[config.mk]
export PLATFORM = sky130hd
export DESIGN_NAME = shape_pair_overlap_detector_flat
export DESIGN_NICKNAME = d
export VERILOG_FILES = /design/src/hw/rtl/spod_pkg.sv /design/src/hw/rtl/spod_if.sv /design/src/hw/rtl/spod_ram.sv /design/src/hw/rtl/spod_front.sv /design/src/hw/rtl/spod_queue.sv /design/src/hw/rtl/spod_back.sv /design/src/hw/rtl/shape_pair_overlap_detector.sv /design/src/flat_wrapper.sv
export SDC_FILE = /design/constraint.sdc
export NUM_CORES = 2
export LEC_CHECK = 0
export BUFFER_PORTS_ARGS = -buffer_cell sky130_fd_sc_hd__buf_4
export CAP_MARGIN = 20
export CORE_MARGIN = 4
export CORE_UTILIZATION = 60
export CTS_BUF_LIST = sky130_fd_sc_hd__clkbuf_8 sky130_fd_sc_hd__clkbuf_16
export DETAILED_ROUTE_END_ITERATION = 8
export PLACE_DENSITY = 0.82
export SLEW_MARGIN = 40
export SYNTH_ARGS = -nofsm -noshare
export SYNTH_HDL_FRONTEND = slang
export SYNTH_SLANG_ARGS = --single-unit
[constraint.sdc]
create_clock -name clk -period 16.7 [get_ports clk]
set_clock_uncertainty 0.15 [all_clocks]
set_input_delay 0.835 -clock clk [delete_from_list [all_inputs] [get_ports clk]]
set_output_delay 0.835 -clock clk [all_outputs]
set_load 0.1 [all_outputs]
[src/hw/rtl/spod_pkg.sv]
// Shared types and constants of the shape pair overlap detector.
package spod_pkg;

  localparam int SLOT_W      = 6;
  localparam int COORD_W     = 16;
  localparam int SIZE_W      = 15;
  localparam int FRAC_BITS   = 4;
  localparam int SQ_W        = 16;
  localparam int QUEUE_DEPTH = 4;

  localparam logic KIND_RECT   = 1'b0;
  localparam logic KIND_CIRCLE = 1'b1;

  typedef enum logic [1:0] {
    TEST_RR = 2'd0,
    TEST_CC = 2'd1,
    TEST_RC = 2'd2
  } test_t;

  typedef struct packed {
    logic [SLOT_W-1:0]         pair_slot;
    logic                      new_pair;
    logic                      kind_a;
    logic signed [COORD_W-1:0] a_x;
    logic signed [COORD_W-1:0] a_y;
    logic [SIZE_W-1:0]         a_w;
    logic [SIZE_W-1:0]         a_h;
    logic                      kind_b;
    logic signed [COORD_W-1:0] b_x;
    logic signed [COORD_W-1:0] b_y;
    logic [SIZE_W-1:0]         b_w;
    logic [SIZE_W-1:0]         b_h;
  } in_item_t;

  typedef struct packed {
    logic [SLOT_W-1:0] slot_out;
    logic              overlapping;
    logic              collision_started;
  } out_item_t;

  typedef struct packed {
    logic [SLOT_W-1:0] slot;
    logic              fresh;
    logic              ov;
  } result_t;

endpackage

[src/hw/rtl/spod_if.sv]
// Valid/ready channel interfaces for pair items and result items.
interface spod_pair_if ();
  logic                 valid;
  logic                 ready;
  spod_pkg::in_item_t   data;
  modport source (output valid, output data, input ready);
  modport sink (input valid, input data, output ready);
endinterface

interface spod_result_if ();
  logic                 valid;
  logic                 ready;
  spod_pkg::out_item_t  data;
  modport source (output valid, output data, input ready);
  modport sink (input valid, input data, output ready);
endinterface

[src/hw/rtl/spod_ram.sv]
// Generic single-write, single-read RAM with registered read data.
module spod_ram #(
  parameter int WIDTH = 1,
  parameter int DEPTH = 64,
  localparam int AW = (DEPTH > 1) ? $clog2(DEPTH) : 1
) (
  input  logic             clk,
  input  logic             we,
  input  logic [AW-1:0]    waddr,
  input  logic [WIDTH-1:0] wdata,
  input  logic             re,
  input  logic [AW-1:0]    raddr,
  output logic [WIDTH-1:0] rdata
);

  logic [WIDTH-1:0] mem [DEPTH];

  always_ff @(posedge clk) begin
    if (we) begin
      mem[waddr] <= wdata;
    end
    if (re) begin
      rdata <= mem[raddr];
    end
  end

endmodule

[src/hw/rtl/spod_front.sv]
// Front pipeline: accept pair items and decide overlap in four stages.
module spod_front (
  input  logic              clk,
  input  logic              rst,
  spod_pair_if.sink         pairs,
  input  logic              clr_busy,
  output logic              q_push,
  output spod_pkg::result_t q_data,
  input  logic              q_full
);

  localparam logic signed [17:0] ONE = 18'(1 << spod_pkg::FRAC_BITS);

  spod_pkg::in_item_t d;
  logic en;
  logic accept;

  // stage 1 inputs
  logic signed [17:0] ax_e, ay_e, bx_e, by_e;
  logic signed [17:0] a_xr, a_yb, b_xr, b_yb;
  logic               rr_ov;
  logic               rect_a;
  logic signed [18:0] rx19, ry19, cx19, cy19, rw19, rh19;
  logic [spod_pkg::SIZE_W-1:0] rw_sel, rh_sel, r_sel;
  spod_pkg::test_t    test_c;

  // stage 1 registers
  logic                      v1;
  logic [spod_pkg::SLOT_W-1:0] s1_slot;
  logic                      s1_fresh;
  spod_pkg::test_t           s1_test;
  logic                      s1_rr;
  logic signed [16:0]        s1_dx, s1_dy;
  logic [15:0]               s1_rs;
  logic signed [18:0]        s1_ddx, s1_ddy;
  logic [spod_pkg::SIZE_W-1:0] s1_rw, s1_rh;
  logic [15:0]               s1_r2;

  // stage 2 logic
  logic signed [16:0] abs_dx, abs_dy;
  logic signed [18:0] abs_ddx, abs_ddy;
  logic [17:0]        adx, ady;
  logic [16:0]        lim_x, lim_y;
  logic               far, near;
  logic [spod_pkg::SQ_W-1:0] ex, ey;
  logic               dec_c, val_c;
  logic [spod_pkg::SQ_W-1:0] p_c, q_c, s_c;

  // stage 2 registers
  logic                      v2;
  logic [spod_pkg::SLOT_W-1:0] s2_slot;
  logic                      s2_fresh, s2_dec, s2_val;
  logic [spod_pkg::SQ_W-1:0] s2_p, s2_q, s2_s;

  // stage 3 registers
  logic                      v3;
  logic [spod_pkg::SLOT_W-1:0] s3_slot;
  logic                      s3_fresh, s3_dec, s3_val;
  logic [2*spod_pkg::SQ_W-1:0] s3_pp, s3_qq, s3_ss;

  // stage 4 registers
  logic              v4;
  spod_pkg::result_t s4;
  logic              ov_c;

  assign d      = pairs.data;
  assign en     = !v4 || !q_full;
  assign accept = pairs.valid && pairs.ready;
  assign pairs.ready = en && !clr_busy;

  // rectangle-rectangle with the half-pixel margin on each side
  assign ax_e  = 18'(d.a_x);
  assign ay_e  = 18'(d.a_y);
  assign bx_e  = 18'(d.b_x);
  assign by_e  = 18'(d.b_y);
  assign a_xr  = ax_e + $signed({3'b000, d.a_w}) + ONE;
  assign a_yb  = ay_e + $signed({3'b000, d.a_h}) + ONE;
  assign b_xr  = bx_e + $signed({3'b000, d.b_w}) + ONE;
  assign b_yb  = by_e + $signed({3'b000, d.b_h}) + ONE;
  assign rr_ov = (ax_e <= b_xr) && (a_xr >= bx_e) && (ay_e <= b_yb) && (a_yb >= by_e);

  // rectangle-circle operands in doubled units
  assign rect_a = (d.kind_a == spod_pkg::KIND_RECT);
  assign rx19   = rect_a ? 19'(d.a_x) : 19'(d.b_x);
  assign ry19   = rect_a ? 19'(d.a_y) : 19'(d.b_y);
  assign cx19   = rect_a ? 19'(d.b_x) : 19'(d.a_x);
  assign cy19   = rect_a ? 19'(d.b_y) : 19'(d.a_y);
  assign rw_sel = rect_a ? d.a_w : d.b_w;
  assign rh_sel = rect_a ? d.a_h : d.b_h;
  assign r_sel  = rect_a ? d.b_w : d.a_w;
  assign rw19   = $signed({4'b0000, rw_sel});
  assign rh19   = $signed({4'b0000, rh_sel});

  always_comb begin
    if (d.kind_a == spod_pkg::KIND_RECT && d.kind_b == spod_pkg::KIND_RECT) begin
      test_c = spod_pkg::TEST_RR;
    end else if (d.kind_a == spod_pkg::KIND_CIRCLE && d.kind_b == spod_pkg::KIND_CIRCLE) begin
      test_c = spod_pkg::TEST_CC;
    end else begin
      test_c = spod_pkg::TEST_RC;
    end
  end

  always_ff @(posedge clk) begin
    if (rst) begin
      v1 <= 1'b0;
    end else if (en) begin
      v1 <= accept;
    end
  end

  always_ff @(posedge clk) begin
    if (en) begin
      s1_slot  <= d.pair_slot;
      s1_fresh <= d.new_pair;
      s1_test  <= test_c;
      s1_rr    <= rr_ov;
      s1_dx    <= 17'(d.a_x) - 17'(d.b_x);
      s1_dy    <= 17'(d.a_y) - 17'(d.b_y);
      s1_rs    <= 16'(d.a_w) + 16'(d.b_w);
      s1_ddx   <= (cx19 <<< 1) - (rx19 <<< 1) - rw19;
      s1_ddy   <= (cy19 <<< 1) - (ry19 <<< 1) - rh19;
      s1_rw    <= rw_sel;
      s1_rh    <= rh_sel;
      s1_r2    <= {r_sel, 1'b0};
    end
  end

  // stage 2: magnitudes, early decisions, square operands
  assign abs_dx  = s1_dx[16] ? -s1_dx : s1_dx;
  assign abs_dy  = s1_dy[16] ? -s1_dy : s1_dy;
  assign abs_ddx = s1_ddx[18] ? -s1_ddx : s1_ddx;
  assign abs_ddy = s1_ddy[18] ? -s1_ddy : s1_ddy;
  assign adx     = abs_ddx[17:0];
  assign ady     = abs_ddy[17:0];
  assign lim_x   = 17'(s1_rw) + 17'(s1_r2);
  assign lim_y   = 17'(s1_rh) + 17'(s1_r2);
  assign far     = (adx > 18'(lim_x)) || (ady > 18'(lim_y));
  assign near    = (adx <= 18'(s1_rw)) || (ady <= 18'(s1_rh));
  assign ex      = spod_pkg::SQ_W'(adx - 18'(s1_rw));
  assign ey      = spod_pkg::SQ_W'(ady - 18'(s1_rh));

  always_comb begin
    dec_c = 1'b1;
    val_c = 1'b0;
    p_c   = '0;
    q_c   = '0;
    s_c   = '0;
    unique case (s1_test)
      spod_pkg::TEST_RR: begin
        val_c = s1_rr;
      end
      spod_pkg::TEST_CC: begin
        dec_c = 1'b0;
        p_c   = abs_dx[15:0];
        q_c   = abs_dy[15:0];
        s_c   = s1_rs;
      end
      spod_pkg::TEST_RC: begin
        dec_c = far || near;
        val_c = !far;
        p_c   = ex;
        q_c   = ey;
        s_c   = s1_r2;
      end
      default: begin
        dec_c = 1'b1;
      end
    endcase
  end

  always_ff @(posedge clk) begin
    if (rst) begin
      v2 <= 1'b0;
      v3 <= 1'b0;
      v4 <= 1'b0;
    end else if (en) begin
      v2 <= v1;
      v3 <= v2;
      v4 <= v3;
    end
  end

  always_ff @(posedge clk) begin
    if (en) begin
      s2_slot  <= s1_slot;
      s2_fresh <= s1_fresh;
      s2_dec   <= dec_c;
      s2_val   <= val_c;
      s2_p     <= p_c;
      s2_q     <= q_c;
      s2_s     <= s_c;
      s3_slot  <= s2_slot;
      s3_fresh <= s2_fresh;
      s3_dec   <= s2_dec;
      s3_val   <= s2_val;
      s3_pp    <= s2_p * s2_p;
      s3_qq    <= s2_q * s2_q;
      s3_ss    <= s2_s * s2_s;
      s4.slot  <= s3_slot;
      s4.fresh <= s3_fresh;
      s4.ov    <= ov_c;
    end
  end

  assign ov_c = s3_dec ? s3_val :
                ((33'(s3_pp) + 33'(s3_qq)) <= 33'(s3_ss));

  assign q_push = v4 && !q_full;
  assign q_data = s4;

endmodule

[src/hw/rtl/spod_queue.sv]
// Short queue of decided results between front and back.
module spod_queue (
  input  logic              clk,
  input  logic              rst,
  input  logic              push,
  input  spod_pkg::result_t push_data,
  output logic              full,
  input  logic              pop,
  output spod_pkg::result_t pop_data,
  output logic              empty
);

  localparam int DEPTH = spod_pkg::QUEUE_DEPTH;
  localparam int PW    = $clog2(DEPTH);
  localparam int CW    = $clog2(DEPTH + 1);

  spod_pkg::result_t entries [DEPTH];
  logic [PW-1:0] wr_ptr, rd_ptr;
  logic [CW-1:0] count;

  assign full     = (count == CW'(DEPTH));
  assign empty    = (count == '0);
  assign pop_data = entries[rd_ptr];

  always_ff @(posedge clk) begin
    if (push) begin
      entries[wr_ptr] <= push_data;
    end
  end

  always_ff @(posedge clk) begin
    if (rst) begin
      wr_ptr <= '0;
      rd_ptr <= '0;
      count  <= '0;
    end else begin
      if (push) begin
        wr_ptr <= (wr_ptr == PW'(DEPTH - 1)) ? '0 : wr_ptr + 1'b1;
      end
      if (pop) begin
        rd_ptr <= (rd_ptr == PW'(DEPTH - 1)) ? '0 : rd_ptr + 1'b1;
      end
      unique case ({push, pop})
        2'b10:   count <= count + 1'b1;
        2'b01:   count <= count - 1'b1;
        default: count <= count;
      endcase
    end
  end

endmodule

[src/hw/rtl/spod_back.sv]
// Back end: per-slot colliding flags, edge detect and result register.
module spod_back #(
  parameter int PAIR_SLOTS = 64
) (
  input  logic              clk,
  input  logic              rst,
  input  logic              q_empty,
  input  spod_pkg::result_t q_data,
  output logic              q_pop,
  output logic              clr_busy,
  spod_result_if.source     results
);

  localparam int AW    = (PAIR_SLOTS > 1) ? $clog2(PAIR_SLOTS) : 1;
  localparam int EXT_W = spod_pkg::SLOT_W + AW;

  logic          clearing;
  logic [AW-1:0] clr_addr;

  logic              v1;
  spod_pkg::result_t s1;
  logic              byp, byp_val;
  logic              s1_move;
  logic [EXT_W-1:0]  s1_ext, q_ext;
  logic              s1_in_range;
  logic              prev;

  logic          we, wdata, rdata;
  logic [AW-1:0] waddr, raddr;

  logic                  out_valid;
  spod_pkg::out_item_t   out_data;

  assign clr_busy    = clearing;
  assign s1_ext      = EXT_W'(s1.slot);
  assign q_ext       = EXT_W'(q_data.slot);
  assign s1_in_range = (s1_ext < EXT_W'(PAIR_SLOTS));
  assign s1_move     = v1 && (!out_valid || results.ready);
  assign q_pop       = !q_empty && !clearing && (!v1 || s1_move);

  assign prev  = s1_in_range && !s1.fresh && (byp ? byp_val : rdata);
  assign we    = clearing || (s1_move && s1_in_range);
  assign waddr = clearing ? clr_addr : s1_ext[AW-1:0];
  assign wdata = clearing ? 1'b0 : s1.ov;
  assign raddr = q_ext[AW-1:0];

  spod_ram #(
    .WIDTH (1),
    .DEPTH (PAIR_SLOTS)
  ) u_flags (
    .clk   (clk),
    .we    (we),
    .waddr (waddr),
    .wdata (wdata),
    .re    (q_pop),
    .raddr (raddr),
    .rdata (rdata)
  );

  // sweep the flag memory to zero after reset
  always_ff @(posedge clk) begin
    if (rst) begin
      clearing <= 1'b1;
      clr_addr <= '0;
    end else if (clearing) begin
      if (clr_addr == AW'(PAIR_SLOTS - 1)) begin
        clearing <= 1'b0;
      end else begin
        clr_addr <= clr_addr + 1'b1;
      end
    end
  end

  always_ff @(posedge clk) begin
    if (rst) begin
      v1 <= 1'b0;
    end else if (q_pop) begin
      v1 <= 1'b1;
    end else if (s1_move) begin
      v1 <= 1'b0;
    end
  end

  // forward the flag written in the same cycle the read was issued
  always_ff @(posedge clk) begin
    if (q_pop) begin
      s1      <= q_data;
      byp     <= s1_move && s1_in_range && (s1.slot == q_data.slot);
      byp_val <= s1.ov;
    end
  end

  always_ff @(posedge clk) begin
    if (rst) begin
      out_valid <= 1'b0;
    end else if (s1_move) begin
      out_valid <= 1'b1;
    end else if (results.ready) begin
      out_valid <= 1'b0;
    end
  end

  always_ff @(posedge clk) begin
    if (s1_move) begin
      out_data.slot_out          <= s1.slot;
      out_data.overlapping       <= s1.ov;
      out_data.collision_started <= s1.ov && !prev;
    end
  end

  assign results.valid = out_valid;
  assign results.data  = out_data;

  a_started_overlaps: assert property (@(posedge clk) disable iff (rst)
    results.valid && results.data.collision_started |-> results.data.overlapping)
    else $error("collision_started without overlapping");

  a_no_pop_clearing: assert property (@(posedge clk) disable iff (rst)
    clearing |-> !q_pop && !v1)
    else $error("item taken during flag clearing");

  a_bypass_held: assert property (@(posedge clk) disable iff (rst)
    v1 && !s1_move |=> v1 && $stable(s1) && $stable(byp))
    else $error("stalled flag stage lost its item");

  a_single_writer: assert property (@(posedge clk) disable iff (rst)
    s1_move |-> !clearing)
    else $error("flag write collides with clearing");

endmodule

[src/hw/rtl/shape_pair_overlap_detector.sv]
// Top level of the shape pair overlap detector.
//
//   channel  | dir | handshake     | payload
//   ---------+-----+---------------+--------------------------------------------
//   pairs    | in  | valid / ready | pair_slot, new_pair, two shapes (kind,x,y,w,h)
//   results  | out | valid / ready | slot_out, overlapping, collision_started
//
// One item per cycle unless the flag sweep or a stalled result holds the flow; an item
// passes four front stages, queue, flag read stage and result register to result valid.
// After reset the flag memory is swept to zero; pairs.ready is low during the sweep.
// A stalled result fills the 4-entry queue, then the front holds and pairs.ready drops.
// Flag read-modify-write per item is hidden by forwarding between consecutive items.
module shape_pair_overlap_detector #(
  parameter int PAIR_SLOTS = 64
) (
  input  logic          clk,
  input  logic          rst,
  spod_pair_if.sink     pairs,
  spod_result_if.source results
);

  logic              clr_busy;
  logic              q_push, q_full, q_pop, q_empty;
  spod_pkg::result_t push_data, pop_data;

  spod_front u_front (
    .clk      (clk),
    .rst      (rst),
    .pairs    (pairs),
    .clr_busy (clr_busy),
    .q_push   (q_push),
    .q_data   (push_data),
    .q_full   (q_full)
  );

  spod_queue u_queue (
    .clk       (clk),
    .rst       (rst),
    .push      (q_push),
    .push_data (push_data),
    .full      (q_full),
    .pop       (q_pop),
    .pop_data  (pop_data),
    .empty     (q_empty)
  );

  spod_back #(
    .PAIR_SLOTS (PAIR_SLOTS)
  ) u_back (
    .clk      (clk),
    .rst      (rst),
    .q_empty  (q_empty),
    .q_data   (pop_data),
    .q_pop    (q_pop),
    .clr_busy (clr_busy),
    .results  (results)
  );

endmodule
[src/flat_wrapper.sv]
// flat-port wrapper written by rule: the top's interface ports become plain ports
module shape_pair_overlap_detector_flat 
#(
  parameter int PAIR_SLOTS = 64
)
  (clk, rst, pairs_valid, pairs_data, pairs_ready, results_valid, results_data, results_ready);
  spod_pair_if pairs_i ();
  spod_result_if results_i ();
  input  logic clk;
  input  logic rst;
  input wire logic [$bits(pairs_i.valid)-1:0] pairs_valid;
  input wire logic [$bits(pairs_i.data)-1:0] pairs_data;
  output wire logic [$bits(pairs_i.ready)-1:0] pairs_ready;
  output wire logic [$bits(results_i.valid)-1:0] results_valid;
  output wire logic [$bits(results_i.data)-1:0] results_data;
  input wire logic [$bits(results_i.ready)-1:0] results_ready;
  assign pairs_i.valid = pairs_valid;
  assign pairs_i.data = pairs_data;
  assign pairs_ready = pairs_i.ready;
  assign results_valid = results_i.valid;
  assign results_data = results_i.data;
  assign results_i.ready = results_ready;
  shape_pair_overlap_detector #(.PAIR_SLOTS(PAIR_SLOTS)) u_core (.clk(clk), .rst(rst), .pairs(pairs_i), .results(results_i));
endmodule
==> reports/summary.json <==
{
  "totalWireLength": {"value": 123, "unit": "mm"},
  "ys_warn_count": {"value": 0},
  "postCtsSetupRepairBufs": {"value": 0},
  "boundaryPins": {"value": 147},
  "drt_iter0_markers": {"value": 2378},
  "critPathArrivalTime": {"value": 7.52, "unit": "ns"},
  "port-buffer-count": {"value": 146},
  "global_route.peak_usage_layer": {"value": "met2"},
  "cts-htree-levels": {"value": 2},
  "vias": {"value": 39400},
  "fin_cells": {"value": 6857},
  "root_buffer": {"value": "clkbuf_16"},
  "std_cell_rows": {"value": 110},
  "global_route_wire_length_before_repair": {"value": 204, "unit": "mm"},
  "max_freq": {"value": 136, "unit": "MHz"},
  "postCtsHoldBufs": {"value": 0},
  "synth_top_cells_by_area": {"value": "edfxtp_1 (23%), fa_1 (19%), ha_1 (17%)"},
  "total_leakage_power": {"value": 0.0296, "unit": "uW"},
  "grt_use_total": {"value": 26.4, "unit": "%"},
  "worst-setup-path-type": {"value": "reg2reg"},
  "largest_net_degree_at_the_start_of_global_routing": {"value": 94},
  "edff_count_synth": {"value": 423},
  "final-max-slew-violation-count": {"value": 0},
  "finalHoldViolations": {"value": 0},
  "cts_tree": {"value": "built"},
  "path_max_fanout": {"value": 17},
  "cp_cell_sequence": {"value": "and2_1 > inv_1 > fa_1 > inv_1 > fa_1 > inv_1 > fa_1 > inv_1 > fa_1 > fa_1 > inv_1 > fa_1 > inv_1 > ha_1 > nand4_1 > a2111oi_0 > a211oi_1 > o21ai_1 > a221oi_1 > o21ai_1 > or4_1 > nand2_1 > o211ai_1"},
  "antenna_violating_nets_post_route": {"value": 0},
  "final_net_count": {"value": 7048},
  "dp_hpwl": {"value": 101, "unit": "mm"},
  "cts_buffers": {"value": 48},
  "grt_antenna_before_repair": {"value": 2},
  "numClockSinks": {"value": 445},
  "die_y": {"value": 309, "unit": "um"},
  "slowest_delay": {"value": 0.77, "unit": "ns"},
  "area_growth_from_synthesis_to_final_layout": {"value": 7.39, "unit": "%"},
  "netlist_area": {"value": 0.0543, "unit": "sq mm"},
  "grt_use_met3": {"value": 3.09, "unit": "%"},
  "floorplan.initialDensity": {"value": 60.4, "unit": "%"},
  "crit_path_top_delay_cell": {"value": "edfxtp_1"},
  "route.detailed.drc": {"value": 0},
  "post-route-min-period": {"value": 7.33, "unit": "ns"},
  "ys_types": {"value": 79},
  "timing.hold.worst.class": {"value": "in2reg"},
  "core_area": {"value": 0.0899, "unit": "sq mm"},
  "ctsResizeCount": {"value": 0},
  "syn_area_per_cell": {"value": 9.79, "unit": "sq um"},
  "worst_slew_pin_slew": {"value": 0.850, "unit": "ns"},
  "grt-ovfl-total": {"value": 0},
  "setup-violations-final": {"value": 0},
  "ys_ff_latch": {"value": 445},
  "antenna-diode-count": {"value": 0},
  "worstSkewPairLatency": {"value": 0.63, "unit": "ns"},
  "clockBufferDepth": {"value": 3},
  "drt_pre_antenna_iters": {"value": 5},
  "numPlacedInstances": {"value": 6767},
  "design.die.area": {"value": 0.0953, "unit": "sq mm"},
  "unrepaired_setup_endpoints_after_global_routing": {"value": "no"},
  "die_w": {"value": 309, "unit": "um"},
  "pwr_density_cell": {"value": 110, "unit": "mW/mm^2"},
  "grt.met2_usage": {"value": 47.7, "unit": "%"},
  "relSlewSlack": {"value": 43.3, "unit": "%"},
  "outcome": {"value": "finished, final reports clean"},
  "drive_above_1_share": {"value": 6.50, "unit": "%"},
  "post-synth-top-area-fraction": {"value": 23.4, "unit": "%"},
  "ys_seq_area_share": {"value": 24.2, "unit": "%"},
  "yosysTopAreaCell": {"value": "edfxtp_1"},
  "timing.critical_path.to_type": {"value": "register"},
  "drv_cap": {"value": 0},
  "timing.setup.tns": {"value": 0, "unit": "ns"},
  "ir_worst_vdd": {"value": 0.0852, "unit": "mV"},
  "grt_util_met1": {"value": 31.6, "unit": "%"},
  "vias_per_cell": {"value": 5.75},
  "gpl.final_weighted_congestion": {"value": 0.947},
  "post_drt_wl_per_cell": {"value": 18.0, "unit": "um"},
  "post_route_fraction_of_the_period_consumed_by_the_critical_path": {"value": 43.9, "unit": "%"},
  "startpoint_type": {"value": "register"},
  "postSynth.asyncResetShare": {"value": 0, "unit": "%"},
  "clkTransAtPathRegs": {"value": 0.06, "unit": "ns"},
  "synth_ff_type": {"value": "edfxtp_1"},
  "first_global_vias": {"value": 42000},
  "netlist_instances": {"value": 5543},
  "worst-endpoint-required": {"value": 16.89, "unit": "ns"}
}
-- logic make-up after synthesis --
family                     Yosys count  synth area share (%)
AOI/OAI and AO/OA                  875                  10.6
xor gates and xnor gates           362                  5.84
adders and majority gates         1270                  36.6
buffers and inverters             1172                  8.14
DFF                                445                  24.2
muxes                              138                  3.36
other                                1               0.00691
and+or+nand+nor                   1280                  11.3
-- final timing paths --
path / startpoint / to / slack [ns] / depth (start not counted)
max reg2reg: u_core.u_front.s2_s[9]$_DFFE_PN_ / u_core.u_front.s3_ss[31]$_DFFE_PN_ / 9.37 / 23
min reg2reg: u_core.u_front.s2_slot[0]$_DFFE_PN_ / u_core.u_front.s3_slot[0]$_DFFE_PN_ / 0.27 / 0
min: pairs_data[131] / u_core.u_front.s1_slot[4]$_DFFE_PN_ / 0.23 / 1
max: u_core.u_front.s2_s[9]$_DFFE_PN_ / u_core.u_front.s3_ss[31]$_DFFE_PN_ / 9.37 / 23
-- critical path, delay by kind of cell (launching register included) --
kind,cells,cell delay [ns]
adder cells (fa/ha/maj),7,3.37
buffers and inverters,6,0.33
AO/OA/AOI/OAI,6,1.45
flip-flops,1,0.77
AND/OR/NAND/NOR,4,0.96
-- synthesized netlist by cell type, drive strengths merged, types with 14 or more instances --
master	number
a22oi	16
o22ai	14
mux2i	41
buf	15
nor2b	75
o21ai	165
a22o	19
ha	743
clkbuf	96
o31ai	28
mux4	28
nand4	39
or2	20
dfxtp	22
a31o	17
and3	36
a211oi	28
xnor2	232
edfxtp	423
nor3	79
inv	1060
nand2	386
a21oi	231
or3	33
nor4	15
a21o	132
nand2b	48
nand3	74
o41ai	17
a31oi	21
xor2	130
fa	527
nor2	309
and2	137
o21a	57
mux2	69
o21bai	35
a21boi	14
-- where the power goes --
group / switching (uW) / internal (uW) / total [uW] / leakage [uW]
Combinational: 2020 / 1500 / 3520 / 0.0239
Clock: 478 / 638 / 1120 / 0.000847
Sequential: 289 / 1490 / 1770 / 0.00482
Total: 2780 / 3620 / 6410 / 0.0296
-- metrics by stage --
stage	utilization, %	setup WS [ns]	cell area, sq um	hold WS, ns	total power (uW)
CTS	64.8	9.44	58300	0.201	6420
global route	64.9	8.92	58300	0.210	6950
finish	64.9	9.37	58300	0.234	6410
detailed placement	63.0	9.48	56600	0.255	5270
global placement	62.9	9.57	56500	0.253	5120
floorplan	-	9.20	54300	0.250	4310
-- area by class of cell --
| type | count | area [sq um] |
|---|---|---|
| inverter | 1061 | 3990 |
| multi-input combinational | 3927 | 36700 |
| fill | 6955 | 31600 |
| timing repair buffer | 158 | 1250 |
| tap | 1176 | 1470 |
| clock inverter | 36 | 390 |
| clock buffer | 54 | 1310 |
| sequential | 445 | 13100 |
-- cells in the final DEF (no fill, tap or decap), types with 16 or more instances in the layout --
master,instances
inv_1,1067
ha_1,743
fa_1,527
edfxtp_1,423
nand2_1,386
nor2_1,309
xnor2_1,232
a21oi_1,230
buf_4,153
and2_1,137
a21o_1,132
xor2_1,130
o21ai_0,116
nor3_1,79
nand3_1,74
nor2b_1,74
mux2_2,69
o21a_1,57
clkbuf_16,50
o21ai_1,49
nand2b_1,48
mux2i_1,41
nand4_1,39
and3_1,36
o21bai_1,35
or3_1,33
a211oi_1,28
o31ai_1,28
mux4_2,26
a31oi_1,21
dfxtp_1,21
a22o_1,19
or2_2,18
o41ai_1,17
a22oi_1,16
-- layer usage --
| metal | share of wire, % | up-vias |
|---|---|---|
| met1 | 39 | 19200 |
| met3 | 5.3 | 307 |
| li1 | - | 18700 |
| met2 | 50 | 1182 |
| met4 | 5.2 | 4 |
| met5 | 0.019 | - |
-- flip-flops by register name, summed over array words and instances, names as in the netlist, 17 cells and up, named ones only --
register                   count
u_core.u_front.s3_pp          31
u_core.u_front.s3_ss          31
u_core.u_front.s1_dx          17
u_core.u_front.s1_dy          17
u_core.u_back.u_flags.mem     64
u_core.u_front.s1_ddy         19
u_core.u_front.s3_qq          31
u_core.u_front.s1_ddx         19
u_core.u_queue.entries        32
(Power assumes the default switching activity.)
